===== src/hdl/lsqf_pkg.sv =====
// Shared types, constants and the solver microprogram for the quadratic fit.
// No dependencies.
package lsqf_pkg;

   localparam int MAX_POINTS  = 1024;
   localparam int SAMPLE_BITS = 12;
   localparam int FRAC_BITS   = 16;
   localparam int CNT_W       = $clog2(MAX_POINTS + 1);
   localparam int WIDE        = 128;
   localparam int PROG_LEN    = 47;
   localparam int PC_W        = $clog2(PROG_LEN);

   localparam logic [31:0] ONE_Q   = 32'(1) << FRAC_BITS;
   localparam logic [31:0] SAT_POS = 32'h7FFF_FFFF;
   localparam logic [31:0] SAT_NEG = 32'h8000_0000;

   typedef enum logic [1:0] {
      OP_ADD = 2'd0,
      OP_SUB = 2'd1,
      OP_MUL = 2'd2,
      OP_DIV = 2'd3
   } op_type;

   typedef logic [3:0] reg_idx_type;

   localparam reg_idx_type R_S1   = 4'd0;
   localparam reg_idx_type R_S2   = 4'd1;
   localparam reg_idx_type R_S3   = 4'd2;
   localparam reg_idx_type R_S4   = 4'd3;
   localparam reg_idx_type R_SY   = 4'd4;
   localparam reg_idx_type R_SXY  = 4'd5;
   localparam reg_idx_type R_SX2Y = 4'd6;
   localparam reg_idx_type R_N    = 4'd7;
   localparam reg_idx_type R_P1   = 4'd8;
   localparam reg_idx_type R_P2   = 4'd9;
   localparam reg_idx_type R_P3   = 4'd10;
   localparam reg_idx_type R_TMP  = 4'd11;
   localparam reg_idx_type R_D    = 4'd12;
   localparam reg_idx_type R_DA   = 4'd13;
   localparam reg_idx_type R_DB   = 4'd14;
   localparam reg_idx_type R_DC   = 4'd15;

   typedef struct packed {
      op_type      op;
      reg_idx_type dst;
      reg_idx_type src_a;
      reg_idx_type src_b;
   } step_type;

   typedef struct packed {
      logic   start;
      op_type op;
   } alu_cmd_type;

   // dst = src_a op src_b; cofactor expansion of D, Da, Db, Dc
   localparam step_type PROGRAM [PROG_LEN] = '{
      // cross(c1, c2)
      '{OP_MUL, R_TMP, R_S1, R_S1}, '{OP_MUL, R_P1, R_S2, R_N}, '{OP_SUB, R_P1, R_P1, R_TMP},
      '{OP_MUL, R_TMP, R_S1, R_S2}, '{OP_MUL, R_P2, R_S3, R_N}, '{OP_SUB, R_P2, R_P2, R_TMP},
      '{OP_MUL, R_TMP, R_S2, R_S2}, '{OP_MUL, R_P3, R_S3, R_S1}, '{OP_SUB, R_P3, R_P3, R_TMP},
      // D
      '{OP_MUL, R_D, R_S4, R_P1}, '{OP_MUL, R_TMP, R_S3, R_P2}, '{OP_SUB, R_D, R_D, R_TMP},
      '{OP_MUL, R_TMP, R_S2, R_P3}, '{OP_ADD, R_D, R_D, R_TMP},
      // Da
      '{OP_MUL, R_DA, R_SX2Y, R_P1}, '{OP_MUL, R_TMP, R_SXY, R_P2},
      '{OP_SUB, R_DA, R_DA, R_TMP}, '{OP_MUL, R_TMP, R_SY, R_P3}, '{OP_ADD, R_DA, R_DA, R_TMP},
      // cross(c0, c2)
      '{OP_MUL, R_TMP, R_S2, R_S1}, '{OP_MUL, R_P1, R_S3, R_N}, '{OP_SUB, R_P1, R_P1, R_TMP},
      '{OP_MUL, R_TMP, R_S2, R_S2}, '{OP_MUL, R_P2, R_S4, R_N}, '{OP_SUB, R_P2, R_P2, R_TMP},
      '{OP_MUL, R_TMP, R_S3, R_S2}, '{OP_MUL, R_P3, R_S4, R_S1}, '{OP_SUB, R_P3, R_P3, R_TMP},
      // Db (negated expansion)
      '{OP_MUL, R_DB, R_SXY, R_P2}, '{OP_MUL, R_TMP, R_SX2Y, R_P1},
      '{OP_SUB, R_DB, R_DB, R_TMP}, '{OP_MUL, R_TMP, R_SY, R_P3}, '{OP_SUB, R_DB, R_DB, R_TMP},
      // cross(c0, c1)
      '{OP_MUL, R_TMP, R_S2, R_S2}, '{OP_MUL, R_P1, R_S3, R_S1}, '{OP_SUB, R_P1, R_P1, R_TMP},
      '{OP_MUL, R_TMP, R_S2, R_S3}, '{OP_MUL, R_P2, R_S4, R_S1}, '{OP_SUB, R_P2, R_P2, R_TMP},
      '{OP_MUL, R_TMP, R_S3, R_S3}, '{OP_MUL, R_P3, R_S4, R_S2}, '{OP_SUB, R_P3, R_P3, R_TMP},
      // Dc
      '{OP_MUL, R_DC, R_SX2Y, R_P1}, '{OP_MUL, R_TMP, R_SXY, R_P2},
      '{OP_SUB, R_DC, R_DC, R_TMP}, '{OP_MUL, R_TMP, R_SY, R_P3}, '{OP_ADD, R_DC, R_DC, R_TMP}
   };

endpackage


===== src/hdl/lsqf_alu.sv =====
// Shared wide arithmetic unit: add, subtract, shift-add multiply, restoring divide.
// Depends on lsqf_pkg.
module lsqf_alu import lsqf_pkg::*; (
   input  logic              clock,
   input  logic              reset,
   input  alu_cmd_type       cmd,
   input  logic [WIDE-1:0]   opa,
   input  logic [WIDE-1:0]   opb,
   output logic              done,
   output logic [WIDE-1:0]   result
);

   localparam int STEP_W = $clog2(WIDE);

   logic              run_ff;
   logic              done_ff;
   op_type            op_ff;
   logic [STEP_W-1:0] cnt_ff;
   logic [WIDE-1:0]   acc_ff;
   logic [WIDE-1:0]   sh_a_ff;
   logic [WIDE-1:0]   sh_b_ff;

   logic [WIDE-1:0]   add_x;
   logic [WIDE-1:0]   add_y;
   logic              add_sub;
   logic [WIDE:0]     sum;
   logic [WIDE-1:0]   rem_shift;

   assign rem_shift = {acc_ff[WIDE-2:0], sh_a_ff[WIDE-1]};

   always_comb begin
      add_x   = acc_ff;
      add_y   = sh_a_ff;
      add_sub = 1'b0;
      if (cmd.start) begin
         add_x   = opa;
         add_y   = opb;
         add_sub = (cmd.op == OP_SUB);
      end else if (op_ff == OP_DIV) begin
         add_x   = rem_shift;
         add_y   = sh_b_ff;
         add_sub = 1'b1;
      end
   end

   assign sum = {1'b0, add_x} + {1'b0, (add_sub ? ~add_y : add_y)} + (WIDE+1)'(add_sub);

   always_ff @(posedge clock) begin
      done_ff <= 1'b0;
      if (cmd.start) begin
         op_ff <= cmd.op;
         cnt_ff <= '0;
         case (cmd.op)
            OP_ADD, OP_SUB: begin
               acc_ff  <= sum[WIDE-1:0];
               done_ff <= 1'b1;
            end
            OP_MUL, OP_DIV: begin
               acc_ff  <= '0;
               sh_a_ff <= opa;
               sh_b_ff <= opb;
               run_ff  <= 1'b1;
            end
            default: ;
         endcase
      end else if (run_ff) begin
         cnt_ff <= cnt_ff + 1'b1;
         if (op_ff == OP_MUL) begin
            if (sh_b_ff[0]) acc_ff <= sum[WIDE-1:0];
            sh_a_ff <= sh_a_ff << 1;
            sh_b_ff <= sh_b_ff >> 1;
         end else begin
            acc_ff  <= sum[WIDE] ? sum[WIDE-1:0] : rem_shift;
            sh_a_ff <= {sh_a_ff[WIDE-2:0], sum[WIDE]};
         end
         if (cnt_ff == STEP_W'(WIDE - 1)) begin
            run_ff  <= 1'b0;
            done_ff <= 1'b1;
         end
      end
      if (reset) begin
         run_ff  <= 1'b0;
         done_ff <= 1'b0;
         op_ff   <= OP_ADD;
      end
   end

   assign done   = done_ff;
   assign result = (op_ff == OP_DIV) ? sh_a_ff : acc_ff;

endmodule


===== config.mk =====
export PLATFORM = sky130hd
export DESIGN_NAME = lsqf_alu
export DESIGN_NICKNAME = d
export VERILOG_FILES = /design/src/hdl/lsqf_pkg.sv /design/src/hdl/lsqf_alu.sv
export SDC_FILE = /design/constraint.sdc
export NUM_CORES = 2
export LEC_CHECK = 0
export BUFFER_PORTS_ARGS = -buffer_cell sky130_fd_sc_hd__buf_4
export CAP_MARGIN = 20
export CORE_AREA = 8 8 284 286
export CTS_CLUSTER_SIZE = 10
export DETAILED_ROUTE_END_ITERATION = 8
export DIE_AREA = 0 0 292 294
export PLACE_DENSITY_LB_ADDON = 0.2
export SYNTH_ARGS = -nofsm -noshare
export SYNTH_HDL_FRONTEND = slang
export SYNTH_SLANG_ARGS = --single-unit

===== constraint.sdc =====
create_clock -name clock -period 10.3 [get_ports clock]
set_input_delay 0.515 -clock clock [delete_from_list [all_inputs] [get_ports clock]]
set_output_delay 0.515 -clock clock [all_outputs]
set_load 0.01 [all_outputs]

==> results.sh <==
export IMPL_start_kind="input port"
export IMPL_drt_iter0_drc=2391
export IMPL_overflow=0
export IMPL_ys_ff_latch=395
export IMPL_dieWidth_um=292
export IMPL_power_share_clock_pct=24.2
export IMPL_grt_pass1_vias=30235
export IMPL_cts_hold_buf=0
export IMPL_powerDensity_mw_per_mm2=182
export IMPL_use_met2_pct=39.1
export IMPL_setup_viol=0
export IMPL_max_clock_freq_mhz=149
export IMPL_dpl_instance_area_sq_mm=0.0372
export IMPL_irDropWorstVdd_v=0.000127
export IMPL_htreeDepth=2
export IMPL_hold_viol=0
export IMPL_worst_setup_path_end_kind="register"
export IMPL_finalWorstSetupSlack_ns=3.57
export IMPL_leakage_nw=15.5
export IMPL_die_y_um=294
export IMPL_cts_resized=0
export IMPL_rows=102
export IMPL_wl_um=110000
export IMPL_grt_max_degree=249
export IMPL_hold_start="reset"
export IMPL_grt_usage_pct=24.5
export IMPL_met1_usage_pct=33.9
export IMPL_hold_depth=2
export IMPL_crit_start="cmd[2]"
export IMPL_cts_made_buffers=50
export IMPL_rsz0062_at_grt="no"
export IMPL_syn_num_nets=4531
export IMPL_ant_nets=0
export IMPL_status="finished clean"
export IMPL_async_reset_ff_share_pct=0
export IMPL_synth_edf_count=384
export IMPL_combPwrFrac_pct=43.8
export IMPL_post_place_ws_ns=3.13
export IMPL_swShare_pct=39.3
export IMPL_arrival_ns=7.09
export IMPL_io_buffers=389
export IMPL_clk_latency_ns=0.62
export IMPL_wire_per_inst_um=20.7
export IMPL_worstPathRequired_ns=10.66
export IMPL_min_to="op_ff[0]"
export IMPL_internal_power_w=0.00429
export IMPL_yosysSeqAreaShare_pct=34.6
export IMPL_top_usage_layer="met2"
export IMPL_regArea_sq_mm=0.0118
export IMPL_dr_total_vias=30753
export IMPL_p_sw_w=0.00278
export IMPL_drtPass1Iterations=5
export IMPL_worst_r2r_path_depth=17
export IMPL_final_area_sq_mm=0.0387
export IMPL_viasPerCell=5.76
export IMPL_final_nets=4700
export IMPL_avgSynthCellArea_sq_um=8.19
export IMPL_fin_crit_sh_pct=65.4
export IMPL_worstPathMaxFanout=99
export IMPL_slew_viol_final=0
export IMPL_hpwl_um=81700
export IMPL_maxSlewHeadroom_pct=13.0
export IMPL_root_buffer="clkbuf_16"
export IMPL_rr_endpoint="acc_ff[106]"
export IMPL_netlist_area_sq_mm=0.0339
export IMPL_rr_startpoint="op_ff[0]"
export IMPL_io_pin_count=390
export IMPL_initial_core_util_pct=44.4
export IMPL_fin_skew_ns=0.0221
export IMPL_tritoncts="built"
export IMPL_area_growth_pct=14.2
export IMPL_layout_drive_gt1_share_pct=15.3
export IMPL_clk_pin_slew_ns=0.06
export IMPL_antenna_found_initial=11
export IMPL_postCtsSetupBuffers=0
export IMPL_seqPwrFrac_pct=32.0
export IMPL_tns_ns=0
export IMPL_worstMarginPinSlew_ns=1.30
export IMPL_synth_distinct_cells=91
export IMPL_place_gp_congestion=0.916
export IMPL_cap_violations=0
export IMPL_core_area_sq_mm=0.0764
export IMPL_timing_worst_setup_path_type="input port to register"
export IMPL_fillers=7481
export IMPL_worstHoldPathType="input port to register"
export IMPL_r2r_slack_ns=3.59
export IMPL_multi_input_area_sq_mm=0.0203
export IMPL_syn_inst=4141
export IMPL_grt_util_met3_pct=4.71
export IMPL_die_area_sq_mm=0.0858
export IMPL_drc=0
export IMPL_min_period_ns=6.73
export IMPL_cts_buffer_depth=3
export IMPL_synth_ff_type="edfxtp_1"
export IMPL_grt_pass1_wl_um=172000
export IMPL_cts_sinks=395
export IMPL_ys_warn_count=0
## power groups by stage
stage               Sequential [W]  Combinational [W]  Clock [W]
CTS                        0.00226            0.00308    0.00175
global placement           0.00229            0.00304          0
detailed placement         0.00229            0.00306          0
floorplan                  0.00223            0.00211          0
global route               0.00229            0.00341    0.00180
finish                     0.00226            0.00309    0.00171
## worst max-delay path, stage by stage
cell	delay (ns)
buf_8	0.40
nand3b_1	0.58
buf_4	0.45
buf_12	0.24
xnor2_1	0.34
a21oi_1	0.09
o21ai_0	0.29
ha_1	0.38
a21o_1	0.21
a21o_1	0.17
a21o_1	0.21
a221oi_1	0.62
nand2_1	0.12
a21oi_1	0.19
o22ai_1	0.13
or3_1	0.49
o21ai_4	0.59
buf_4	0.50
a21oi_1	0.08
a22o_1	0.21
## routing by layer
| layer | vias up | routed length, um |
|---|---|---|
| met5 | - | 50 |
| met4 | 8 | 2650 |
| met3 | 147 | 7660 |
| met2 | 973 | 49800 |
| met1 | 14573 | 50200 |
| li1 | 15052 | - |
## cell families (layout without fill, tap and decap cells)
logic type / count (synthesis) / count (layout) / share of synthesized area (%)
buffers and inverters: 481 / 685 / 5.64
multiplexers: 169 / 169 / 5.45
AO/OA/AOI/OAI: 1487 / 1487 / 25.8
AND/OR/NAND/NOR: 1103 / 1103 / 13.9
other: 0 / 9 / 0
adder cells (fa/ha/maj): 129 / 129 / 4.78
flip-flops: 395 / 395 / 34.6
XOR/XNOR: 377 / 377 / 9.73
## Yosys cell counts, types with 9 or more instances
cell      instances  area, sq um
edfxtp_1        384        11500
dfxtp_1          11          220
buf_4            10         75.1
ha_1            128         1600
nor2_1          247          927
o21a_1           21          158
nand2_1         647         2430
o21ai_1          67          335
o31ai_1          30          225
xnor2_1         331         2900
and2_1            9         56.3
a21boi_0        134         1010
o21ai_0         643         3220
mux2i_1          43          430
a21oi_1         342         1710
or3_1            14         87.6
clkbuf_1        236          886
nand4_1          66          413
xor2_1           46          403
mux2_2          126         1420
a31oi_1          15         93.8
nor2b_1          11         68.8
a21o_1           81          608
buf_2            22          110
nand3_1          25          125
buf_1            24         90.1
o21bai_1         51          383
nor3_1           27          135
inv_1           183          687
## per-stage QoR
stage	util, %	hold WS (ns)	std cells	power [W]
2_1_floorplan	-	0.458	4141	0.00434
3_5_place_dp	48.7	0.488	5246	0.00535
4_1_cts	50.6	0.0623	5333	0.00709
3_3_place_gp	48.7	0.469	5246	0.00533
6_report	50.7	0.114	5342	0.00707
5_1_grt	50.6	0.0877	5336	0.00750
## registers in the layout, summed over array words and instances (netlist names)
| signal | cells |
|---|---|
| acc_ff | 128 |
| run_ff | 1 |
| sh_a_ff | 128 |
| cnt_ff | 7 |
| done | 1 |
| sh_b_ff | 128 |
| op_ff | 2 |
## final cells by class
type | instances | share of cell area (%)
Clock buffer | 75 | 3.55
Antenna cell | 9 | 0.0582
Multi-Input combinational cell | 3265 | 52.5
Inverter | 183 | 1.77
Clock inverter | 12 | 0.333
Sequential cell | 395 | 30.3
Tap cell | 988 | 3.19
Timing Repair Buffer | 415 | 8.26
## worst max-delay path by stage
stage / endpoint / slack, ns / cells after the start
5_1_grt: acc_ff[118] / 3.03 / 18
4_1_cts: acc_ff[106] / 3.50 / 17
3_5_place_dp: acc_ff[106] / 3.13 / 20
2_1_floorplan: sh_b_ff[0] / 2.32 / 5
3_3_place_gp: acc_ff[106] / 3.20 / 20
6_report: acc_ff[106] / 3.57 / 20
## layout by cell type (no fill, tap or decap), types with 9 or more instances in the layout
master / instances
nor3_1: 27
a21o_1: 81
nand4_1: 66
clkbuf_16: 51
edfxtp_1: 384
nor2b_1: 11
o21bai_1: 51
o21ai_1: 67
mux2_2: 126
ha_1: 128
nand2_1: 644
or3_1: 14
clkbuf_1: 23
a21boi_0: 134
xor2_1: 46
a21oi_1: 341
mux2i_1: 43
o31ai_1: 30
o21ai_0: 643
xnor2_1: 331
nand3_1: 24
o21a_1: 21
diode_2: 9
buf_4: 408
nor2_1: 245
inv_1: 183
a31oi_1: 15
dfxtp_1: 11
Power figures use the tool's default switching activity.
